--- config.mk ---
export PLATFORM = sky130hd
export DESIGN_NAME = multi_led_blink_controller_flat
export DESIGN_NICKNAME = d
export VERILOG_FILES = /design/src/design/mlbc_pkg.sv /design/src/design/mlbc_in_if.sv /design/src/design/mlbc_out_if.sv /design/src/design/mlbc_apb_regs.sv /design/src/design/mlbc_led_lane.sv /design/src/design/multi_led_blink_controller.sv /design/src/flat_wrapper.sv
export SDC_FILE = /design/constraint.sdc
export NUM_CORES = 1
export LEC_CHECK = 0
export ABC_AREA = 1
export BUFFER_PORTS_ARGS = -buffer_cell sky130_fd_sc_hd__clkbuf_2
export CAP_MARGIN = 20
export CORE_ASPECT_RATIO = 0.8
export CORE_UTILIZATION = 45
export DETAILED_ROUTE_END_ITERATION = 7
export GPL_TIMING_DRIVEN = 0
export PLACE_DENSITY = 0.58
export SETUP_SLACK_MARGIN = 0.1
export SLEW_MARGIN = 25
export SYNTH_ARGS = -nofsm -noshare
export SYNTH_HDL_FRONTEND = slang
export SYNTH_HIERARCHICAL = 1
export SYNTH_SLANG_ARGS = --single-unit
--- constraint.sdc ---
create_clock -name i_clk -period 11.3 [get_ports i_clk]
set_input_delay 0.565 -clock i_clk [delete_from_list [all_inputs] [get_ports i_clk]]
set_output_delay 0.565 -clock i_clk [all_outputs]
set_load 0.02 [all_outputs]
--- src/design/mlbc_pkg.sv ---
// Shared types and constants of the multi-LED blink controller.
// No dependencies; used by the interfaces and all modules.
package mlbc_pkg;

    // Fixed field widths
    localparam int LED_FIELD_BITS = 3;   // LEDs with a register and result bit
    localparam int LED_INDEX_BITS = 2;
    localparam int LED_ID_BITS    = 3;   // wide enough for lane numbers 0 to 7
    localparam int MODE_BITS      = 2;
    localparam int FIELD_TIME_BITS = 16;
    localparam int APB_DATA_BITS  = 32;
    localparam int APB_ADDR_BITS  = 3;

    // Item operation
    typedef enum logic [0:0] {
        OP_TICK = 1'b0,
        OP_SET  = 1'b1
    } t_op;

    // LED mode; code 3 is stored but never acted on
    typedef enum logic [MODE_BITS-1:0] {
        MODE_OFF   = 2'd0,
        MODE_ON    = 2'd1,
        MODE_BLINK = 2'd2
    } t_led_mode;

    // Configuration register index (address bit 2)
    typedef enum logic [0:0] {
        REG_LED_PRESENT = 1'b0,
        REG_ACTIVE_HIGH = 1'b1
    } t_reg_idx;

    localparam logic [LED_FIELD_BITS-1:0] PRESENT_RESET     = 3'd0;
    localparam logic [LED_FIELD_BITS-1:0] ACTIVE_HIGH_RESET = 3'd7;

    // Per-lane command for one item
    typedef struct packed {
        logic      set;
        logic      tick;
        t_led_mode mode;
    } t_lane_cmd;

endpackage

--- src/design/mlbc_in_if.sv ---
// Input item channel of the multi-LED blink controller.
// Depends on mlbc_pkg.
interface mlbc_in_if;
    import mlbc_pkg::*;

    logic                       valid;
    logic                       ready;
    t_op                        op;
    logic [LED_INDEX_BITS-1:0]  led_index;
    logic [MODE_BITS-1:0]       mode;
    logic [FIELD_TIME_BITS-1:0] on_time;
    logic [FIELD_TIME_BITS-1:0] dark_time;
    logic [FIELD_TIME_BITS-1:0] blink_span;

    modport source (
        output valid, op, led_index, mode, on_time, dark_time, blink_span,
        input  ready
    );
    modport sink (
        input  valid, op, led_index, mode, on_time, dark_time, blink_span,
        output ready
    );
endinterface

--- src/design/mlbc_out_if.sv ---
// Result item channel of the multi-LED blink controller.
// Depends on mlbc_pkg.
interface mlbc_out_if;
    import mlbc_pkg::*;

    logic                      valid;
    logic                      ready;
    logic [LED_FIELD_BITS-1:0] pin_levels;
    logic [LED_FIELD_BITS-1:0] lit_mask;

    modport source (
        output valid, pin_levels, lit_mask,
        input  ready
    );
    modport sink (
        input  valid, pin_levels, lit_mask,
        output ready
    );
endinterface

--- src/design/mlbc_apb_regs.sv ---
// APB configuration registers: LED present mask and polarity mask.
// Depends on mlbc_pkg.
module mlbc_apb_regs (
    input  logic                                i_clk,
    input  logic                                i_rst_n,
    input  logic                                psel,
    input  logic                                penable,
    input  logic                                pwrite,
    input  logic [mlbc_pkg::APB_ADDR_BITS-1:0]  paddr,
    input  logic [mlbc_pkg::APB_DATA_BITS-1:0]  pwdata,
    output logic [mlbc_pkg::APB_DATA_BITS-1:0]  prdata,
    output logic                                pready,
    output logic [mlbc_pkg::LED_FIELD_BITS-1:0] o_present_mask,
    output logic [mlbc_pkg::LED_FIELD_BITS-1:0] o_active_high_mask
);
    import mlbc_pkg::*;

    logic [LED_FIELD_BITS-1:0] r_present;
    logic [LED_FIELD_BITS-1:0] r_active_high;
    t_reg_idx                  w_idx;
    logic                      w_wr;

    assign w_idx  = t_reg_idx'(paddr[2]);
    assign w_wr   = psel && penable && pwrite;
    assign pready = 1'b1;

    // Write on the access cycle
    always_ff @(posedge i_clk) begin
        if (!i_rst_n) begin
            r_present     <= PRESENT_RESET;
            r_active_high <= ACTIVE_HIGH_RESET;
        end else if (w_wr) begin
            case (w_idx)
                REG_LED_PRESENT: r_present     <= pwdata[LED_FIELD_BITS-1:0];
                REG_ACTIVE_HIGH: r_active_high <= pwdata[LED_FIELD_BITS-1:0];
                default: ;
            endcase
        end
    end

    // Read back the addressed register
    always_comb begin
        case (w_idx)
            REG_LED_PRESENT: prdata = APB_DATA_BITS'(r_present);
            REG_ACTIVE_HIGH: prdata = APB_DATA_BITS'(r_active_high);
            default:         prdata = '0;
        endcase
    end

    assign o_present_mask     = r_present;
    assign o_active_high_mask = r_active_high;

endmodule

--- src/design/mlbc_led_lane.sv ---
// State and update logic of one LED: mode, pending flag, blink timing.
// Depends on mlbc_pkg.
module mlbc_led_lane #(
    parameter int TIME_BITS = 16
) (
    input  logic                  i_clk,
    input  logic                  i_rst_n,
    input  mlbc_pkg::t_lane_cmd   i_cmd,
    input  logic [TIME_BITS-1:0]  i_on_time,
    input  logic [TIME_BITS-1:0]  i_dark_time,
    input  logic [TIME_BITS-1:0]  i_blink_span,
    output logic                  o_lit_next
);
    import mlbc_pkg::*;

    t_led_mode            r_mode,    n_mode;
    logic                 r_pending, n_pending;
    logic [TIME_BITS-1:0] r_phase,   n_phase;
    logic [TIME_BITS-1:0] r_on,      n_on;
    logic [TIME_BITS-1:0] r_off,     n_off;
    logic [TIME_BITS-1:0] r_left,    n_left;
    logic                 r_lit,     n_lit;

    logic [TIME_BITS:0]   w_period;
    logic [TIME_BITS:0]   w_step;
    logic                 w_wrap;
    logic [TIME_BITS-1:0] w_phase_adv;

    // Phase advance: wrap at the period, on a zero period, or on overflow
    assign w_period    = (TIME_BITS+1)'(r_on) + (TIME_BITS+1)'(r_off);
    assign w_step      = (TIME_BITS+1)'(r_phase) + (TIME_BITS+1)'(1);
    assign w_wrap      = (w_period == '0) || (w_step >= w_period) || w_step[TIME_BITS];
    assign w_phase_adv = w_wrap ? '0 : w_step[TIME_BITS-1:0];

    // Next state for a set-mode or tick item
    always_comb begin
        n_mode    = r_mode;
        n_pending = r_pending;
        n_phase   = r_phase;
        n_on      = r_on;
        n_off     = r_off;
        n_left    = r_left;
        n_lit     = r_lit;
        if (i_cmd.set) begin
            n_mode    = i_cmd.mode;
            n_pending = 1'b1;
            n_phase   = '0;
            if (i_cmd.mode == MODE_BLINK) begin
                n_on   = i_on_time;
                n_off  = i_dark_time;
                n_left = i_blink_span;
            end
        end else if (i_cmd.tick && r_pending) begin
            case (r_mode)
                MODE_OFF: begin
                    n_lit     = 1'b0;
                    n_pending = 1'b0;
                end
                MODE_ON: begin
                    n_lit     = 1'b1;
                    n_pending = 1'b0;
                end
                MODE_BLINK: begin
                    if (r_left == '0) begin
                        n_lit     = 1'b0;
                        n_mode    = MODE_OFF;
                        n_pending = 1'b0;
                    end else begin
                        n_left  = r_left - TIME_BITS'(1);
                        n_phase = w_phase_adv;
                        n_lit   = (w_phase_adv <= r_on);
                    end
                end
                default: ;  // undefined mode: hold and stay pending
            endcase
        end
    end

    always_ff @(posedge i_clk) begin
        if (!i_rst_n) begin
            r_mode    <= MODE_OFF;
            r_pending <= 1'b1;
            r_phase   <= '0;
            r_on      <= '0;
            r_off     <= '0;
            r_left    <= '0;
            r_lit     <= 1'b0;
        end else begin
            r_mode    <= n_mode;
            r_pending <= n_pending;
            r_phase   <= n_phase;
            r_on      <= n_on;
            r_off     <= n_off;
            r_left    <= n_left;
            r_lit     <= n_lit;
        end
    end

    assign o_lit_next = n_lit;

endmodule

--- src/design/multi_led_blink_controller.sv ---
// Multi-LED blink controller: input register, per-LED lanes, result register.
// An accepted item is held in the input register; its result is then registered in the result register.
// Throughput: one item per cycle while the result channel is not stalled; all present LED lanes update in parallel.
// Reset (synchronous, active low): LEDs off, dark and pending, present mask 0,
// polarity mask all active high, both channel stages empty.
// Depends on mlbc_pkg, mlbc_in_if, mlbc_out_if, mlbc_apb_regs, mlbc_led_lane.
module multi_led_blink_controller #(
    parameter int NUM_LEDS  = 3,
    parameter int TIME_BITS = 16
) (
    input  logic                                i_clk,
    input  logic                                i_rst_n,
    mlbc_in_if.sink                             i_item,
    mlbc_out_if.source                          o_result,
    input  logic                                psel,
    input  logic                                penable,
    input  logic                                pwrite,
    input  logic [mlbc_pkg::APB_ADDR_BITS-1:0]  paddr,
    input  logic [mlbc_pkg::APB_DATA_BITS-1:0]  pwdata,
    output logic [mlbc_pkg::APB_DATA_BITS-1:0]  prdata,
    output logic                                pready
);
    import mlbc_pkg::*;

    // Input register
    logic                       r_in_valid;
    t_op                        r_op;
    logic [LED_INDEX_BITS-1:0]  r_idx;
    logic [MODE_BITS-1:0]       r_mode;
    logic [FIELD_TIME_BITS-1:0] r_on;
    logic [FIELD_TIME_BITS-1:0] r_off;
    logic [FIELD_TIME_BITS-1:0] r_blink;

    // Result register
    logic                      r_out_valid;
    logic [LED_FIELD_BITS-1:0] r_pins;
    logic [LED_FIELD_BITS-1:0] r_lits;

    logic                      w_adv;
    logic [LED_FIELD_BITS-1:0] w_present_mask;
    logic [LED_FIELD_BITS-1:0] w_active_high;
    logic [NUM_LEDS-1:0]       w_present;
    logic [NUM_LEDS-1:0]       w_lit_next;
    logic [LED_FIELD_BITS-1:0] w_pins;
    logic [LED_FIELD_BITS-1:0] w_lits;

    mlbc_apb_regs u_regs (
        .i_clk              (i_clk),
        .i_rst_n            (i_rst_n),
        .psel               (psel),
        .penable            (penable),
        .pwrite             (pwrite),
        .paddr              (paddr),
        .pwdata             (pwdata),
        .prdata             (prdata),
        .pready             (pready),
        .o_present_mask     (w_present_mask),
        .o_active_high_mask (w_active_high)
    );

    // Advance the held item when the result register is free or being drained
    assign w_adv        = r_in_valid && (!r_out_valid || o_result.ready);
    assign i_item.ready = !r_in_valid || w_adv;

    always_ff @(posedge i_clk) begin
        if (!i_rst_n) begin
            r_in_valid <= 1'b0;
        end else if (i_item.valid && i_item.ready) begin
            r_in_valid <= 1'b1;
        end else if (w_adv) begin
            r_in_valid <= 1'b0;
        end
    end

    always_ff @(posedge i_clk) begin
        if (i_item.valid && i_item.ready) begin
            r_op    <= i_item.op;
            r_idx   <= i_item.led_index;
            r_mode  <= i_item.mode;
            r_on    <= i_item.on_time;
            r_off   <= i_item.dark_time;
            r_blink <= i_item.blink_span;
        end
    end

    // One lane per LED; LEDs past the register width count as absent
    for (genvar i = 0; i < NUM_LEDS; i++) begin : g_lane
        localparam logic [LED_ID_BITS-1:0] LaneId = LED_ID_BITS'(i);
        t_lane_cmd w_cmd;

        if (i < LED_FIELD_BITS) begin : g_fitted
            assign w_present[i] = w_present_mask[i];
        end else begin : g_absent
            assign w_present[i] = 1'b0;
        end

        assign w_cmd.set  = w_adv && (r_op == OP_SET) && w_present[i]
                            && ({1'b0, r_idx} == LaneId);
        assign w_cmd.tick = w_adv && (r_op == OP_TICK) && w_present[i];
        assign w_cmd.mode = t_led_mode'(r_mode);

        mlbc_led_lane #(
            .TIME_BITS (TIME_BITS)
        ) u_lane (
            .i_clk        (i_clk),
            .i_rst_n      (i_rst_n),
            .i_cmd        (w_cmd),
            .i_on_time    (TIME_BITS'(r_on)),
            .i_dark_time  (TIME_BITS'(r_off)),
            .i_blink_span (TIME_BITS'(r_blink)),
            .o_lit_next   (w_lit_next[i])
        );
    end

    // Form result bits; polarity applied to present LEDs only
    for (genvar j = 0; j < LED_FIELD_BITS; j++) begin : g_res
        if (j < NUM_LEDS) begin : g_used
            assign w_lits[j] = w_present[j] & w_lit_next[j];
            assign w_pins[j] = w_present[j] & (w_lit_next[j] ^ ~w_active_high[j]);
        end else begin : g_unused
            assign w_lits[j] = 1'b0;
            assign w_pins[j] = 1'b0;
        end
    end

    always_ff @(posedge i_clk) begin
        if (!i_rst_n) begin
            r_out_valid <= 1'b0;
        end else if (w_adv) begin
            r_out_valid <= 1'b1;
        end else if (o_result.ready) begin
            r_out_valid <= 1'b0;
        end
    end

    always_ff @(posedge i_clk) begin
        if (w_adv) begin
            r_pins <= w_pins;
            r_lits <= w_lits;
        end
    end

    assign o_result.valid      = r_out_valid;
    assign o_result.pin_levels = r_pins;
    assign o_result.lit_mask   = r_lits;

endmodule

--- src/flat_wrapper.sv ---
// flat-port wrapper written by rule: the top's interface ports become plain ports
module multi_led_blink_controller_flat import mlbc_pkg::*;
#(
    parameter int NUM_LEDS  = 3,
    parameter int TIME_BITS = 16
)
  (i_clk, i_rst_n, psel, penable, pwrite, paddr, pwdata, prdata, pready, i_item_valid, i_item_op, i_item_led_index, i_item_mode, i_item_on_time, i_item_dark_time, i_item_blink_span, i_item_ready, o_result_valid, o_result_pin_levels, o_result_lit_mask, o_result_ready);
  mlbc_in_if i_item_i ();
  mlbc_out_if o_result_i ();
  input  logic i_clk;
  input  logic i_rst_n;
  input  logic psel;
  input  logic penable;
  input  logic pwrite;
  input  logic [mlbc_pkg::APB_ADDR_BITS-1:0] paddr;
  input  logic [mlbc_pkg::APB_DATA_BITS-1:0] pwdata;
  output logic [mlbc_pkg::APB_DATA_BITS-1:0] prdata;
  output logic pready;
  input wire logic [$bits(i_item_i.valid)-1:0] i_item_valid;
  input wire logic [$bits(i_item_i.op)-1:0] i_item_op;
  input wire logic [$bits(i_item_i.led_index)-1:0] i_item_led_index;
  input wire logic [$bits(i_item_i.mode)-1:0] i_item_mode;
  input wire logic [$bits(i_item_i.on_time)-1:0] i_item_on_time;
  input wire logic [$bits(i_item_i.dark_time)-1:0] i_item_dark_time;
  input wire logic [$bits(i_item_i.blink_span)-1:0] i_item_blink_span;
  output wire logic [$bits(i_item_i.ready)-1:0] i_item_ready;
  output wire logic [$bits(o_result_i.valid)-1:0] o_result_valid;
  output wire logic [$bits(o_result_i.pin_levels)-1:0] o_result_pin_levels;
  output wire logic [$bits(o_result_i.lit_mask)-1:0] o_result_lit_mask;
  input wire logic [$bits(o_result_i.ready)-1:0] o_result_ready;
  assign i_item_i.valid = i_item_valid;
  assign i_item_i.op = i_item_op;
  assign i_item_i.led_index = i_item_led_index;
  assign i_item_i.mode = i_item_mode;
  assign i_item_i.on_time = i_item_on_time;
  assign i_item_i.dark_time = i_item_dark_time;
  assign i_item_i.blink_span = i_item_blink_span;
  assign i_item_ready = i_item_i.ready;
  assign o_result_valid = o_result_i.valid;
  assign o_result_pin_levels = o_result_i.pin_levels;
  assign o_result_lit_mask = o_result_i.lit_mask;
  assign o_result_i.ready = o_result_ready;
  multi_led_blink_controller #(.NUM_LEDS(NUM_LEDS), .TIME_BITS(TIME_BITS)) u_core (.i_clk(i_clk), .i_rst_n(i_rst_n), .i_item(i_item_i), .o_result(o_result_i), .psel(psel), .penable(penable), .pwrite(pwrite), .paddr(paddr), .pwdata(pwdata), .prdata(prdata), .pready(pready));
endmodule
==> results.toml <==
[synth]
ys_types = 55
synth.most_common_cell = "nand2_1"
yosys.area.top_type = "dfxtp_1"
ys.flop_type = "dfxtp_1"
syn-cell-area_um2 = 18500
netlist.area_leader.share = 0.230
ys_top_cells_by_count = "nand2_1, inv_1, nor2_1"
async_reset_ff_frac = 0
ys_seq_elements = 271
seq_area_frac_synth = 0.326
syn_inst = 2545
synthTopCellsByArea = "dfxtp_1, ha_1, nand2_1"
synth_edf_count = 59
synth.avg_cell_area_um2 = 7.26
yosysWarnings = 6

[clock_tree]
root_buffer = "clkbuf_16"
cts_setup_buffers = 0
cts_resized = 0
hold_buffers = 0
cts_tree = "yes"
htreeDepth = 1
numCtsBuffers = 30
clk_pin_slew_ns = 0.06
clk_path_buf_depth = 3
cts_sinks = 271
clk_latency_ns = 0.60

[routing]
viasPerCell = 5.15
ant_nets = 0
vias = 16700
wl_per_cell_um = 16.3
drt_pass1_iterations = 5
drc = 0
drtIter0Drc = 1156
wl_um = 52900

[sta]
period_minus_slack_ns = 5.55
skew_ns = 0.0103
max_slew_margin = 0.343
finalHoldViolCount = 0
hold_ws_ns = 0.140
max_freq_mhz = 180
min_period_over_period = 0.491
setup_ws_ns = 5.75
fin_setup_tns_ns = 0
finalSetupViolCount = 0
worst_pin_slew_ns = 0.985
rsz0062_at_grt = "false"
report.final.slew_viol_count = 0

[hold_path]
hold_path.class = "in2reg"
whs_endpoint = "u_core/r_blink[8]$_DFFE_PP_"
hold_depth = 1
worstHoldStart = "i_item_blink_span[8]"

[critical_path]
cp_max_fo = 10
reg2reg_from = "u_core/g_lane[2].u_lane/r_on[0]$_SDFFE_PN0P_"
cp-start-kind = "flip-flop"
required_ns = 11.65
r2r_end = "u_core/o_result.pin_levels[2]$_DFFE_PP_"
slowest_delay_ns = 0.55
critPathArrivalTime_ns = 5.90
cp_slowest_cell = "nor3_1"
r2r_setup_slack_ns = 5.75
worst_path_most_repeated_cell = "nand2_1"
worstRegToRegCells = 28
critical_path_class = "reg2reg"
critPathCaptureType = "flip-flop"

[grt]
overflow = 0
grt_first_pass_wirelength_um = 82800
track_usage = 0.250
grt_max_degree = 51
grt_pass1_vias = 15200
antenna_found_initial = 1

[placed_design]
dp_cells = 3184
numPortBuffers = 74
pre_cts_slack_ns = 5.85
dpl.hpwl_um = 42300
gp_congestion = 0.868

[floorplanning]
core_area_um2 = 39900
io_pins = 136
rows = 65
start_util = 0.463
dieHeight_um = 183
dieArea_um2 = 41900
die_x_um = 229

[final_layout]
antenna_cells = 0
final_util = 0.520
syn2layout_area_growth_pct = 12.5
final_cells = 3240
fin_nets = 2931
drive_gt1_frac = 0.134

[power]
power_density_nw_per_um2 = 107
ir_drop_mv = 0.149
p_leak_nw = 10.1

[flow_run]
drv_cap = 0

[status]
status = "finished clean"
==> report_power, final <==
group	switching, mW	leakage, nW	internal (mW)	total (mW)
registers	0.0246	2.28	1.00	1.03
clock network	0.443	0.539	0.671	1.11
logic	0.0526	7.31	0.0273	0.0800
total	0.521	10.1	1.70	2.22
==> critical path, delay by kind of cell (launching register included) <==
family / cells / cell delay [ns]
simple gates: 16 / 2.42
fa+ha+maj: 4 / 1.26
buf+inv: 4 / 0.37
flops: 1 / 0.35
xor+xnor: 1 / 0.15
compound gates: 3 / 0.74
==> cell type report <==
type                    instances  area [um2]
flip-flops and latches        271        6020
multi-input cells            1831       10600
fillers                      3981       19200
clock inverters                19         293
clock buffers                  37         840
well taps                     536         671
repair buffers                 75         398
plain buffers                 100         589
inverters                     371        1400
==> layer usage <==
layer | vias up | global-route usage | routed length, um
li1 | 8571 | - | -
met1 | 7625 | 0.370 | 26500
met2 | 410 | 0.372 | 21600
met3 | 88 | 0.0382 | 3200
met4 | 0 | 0.0733 | 1620
met5 | - | 0 | 0
==> how the worst max path moves through the flow <==
stage / from / end / slack (ns) / cells after the start
after floorplan: u_core/g_lane[0].u_lane/r_on[0]$_SDFFE_PN0P_ / u_core/o_result.pin_levels[0]$_DFFE_PP_ / 6.97 / 33
after global placement: u_core/g_lane[2].u_lane/r_on[0]$_SDFFE_PN0P_ / u_core/o_result.pin_levels[2]$_DFFE_PP_ / 5.83 / 28
after detailed placement: u_core/g_lane[2].u_lane/r_on[0]$_SDFFE_PN0P_ / u_core/o_result.pin_levels[2]$_DFFE_PP_ / 5.85 / 28
after CTS: u_core/g_lane[2].u_lane/r_on[0]$_SDFFE_PN0P_ / u_core/o_result.pin_levels[2]$_DFFE_PP_ / 5.81 / 28
after global routing: u_core/g_lane[2].u_lane/r_on[0]$_SDFFE_PN0P_ / u_core/o_result.pin_levels[2]$_DFFE_PP_ / 5.51 / 28
final: u_core/g_lane[2].u_lane/r_on[0]$_SDFFE_PN0P_ / u_core/o_result.pin_levels[2]$_DFFE_PP_ / 5.75 / 28
==> cells by family after synthesis <==
group / count (synthesis) / synth area share
AOI/OAI and AO/OA: 507 / 0.150
xor gates and xnor gates: 55 / 0.0269
adders and majority gates: 156 / 0.107
buffers and inverters: 471 / 0.107
DFF: 271 / 0.326
muxes: 5 / 0.00271
other: 2 / 0.000407
and+or+nand+nor: 1078 / 0.280
==> cells in the final DEF (no fill, tap or decap), types with 37 or more instances in the layout <==
cell      synthesis  final
ha_1            153    153
nand2_1         489    489
xor2_1           51     51
clkbuf_2          1     75
nand4_1          37     37
edfxtp_1         59     59
a21oi_1         196    196
dfxtp_1         212    212
nand3_1          95     95
clkbuf_1         46     49
inv_1           343    342
nor2_1          270    270
o21ai_0         228    228
==> registers in the layout (all words and copies together) (netlist names), 6 cells and up <==
register                      flops
u_core/r_on                      16
u_core/r_blink                   16
u_core/g_lane.u_lane/r_mode       6
u_core/r_off                     16
u_core/g_lane.u_lane/r_phase     48
u_core/g_lane.u_lane/r_off       48
u_core/g_lane.u_lane/r_on        48
u_core/g_lane.u_lane/r_left      48
==> stage by stage <==
step / power [mW] / instance area (um2)
2_1_floorplan: 1.08 / 18600
3_3_place_gp: 1.13 / 19600
3_5_place_dp: 1.13 / 19600
4_1_cts: 2.25 / 20800
5_1_grt: 2.29 / 20800
6_report: 2.22 / 20800
(Power assumes the default switching activity.)
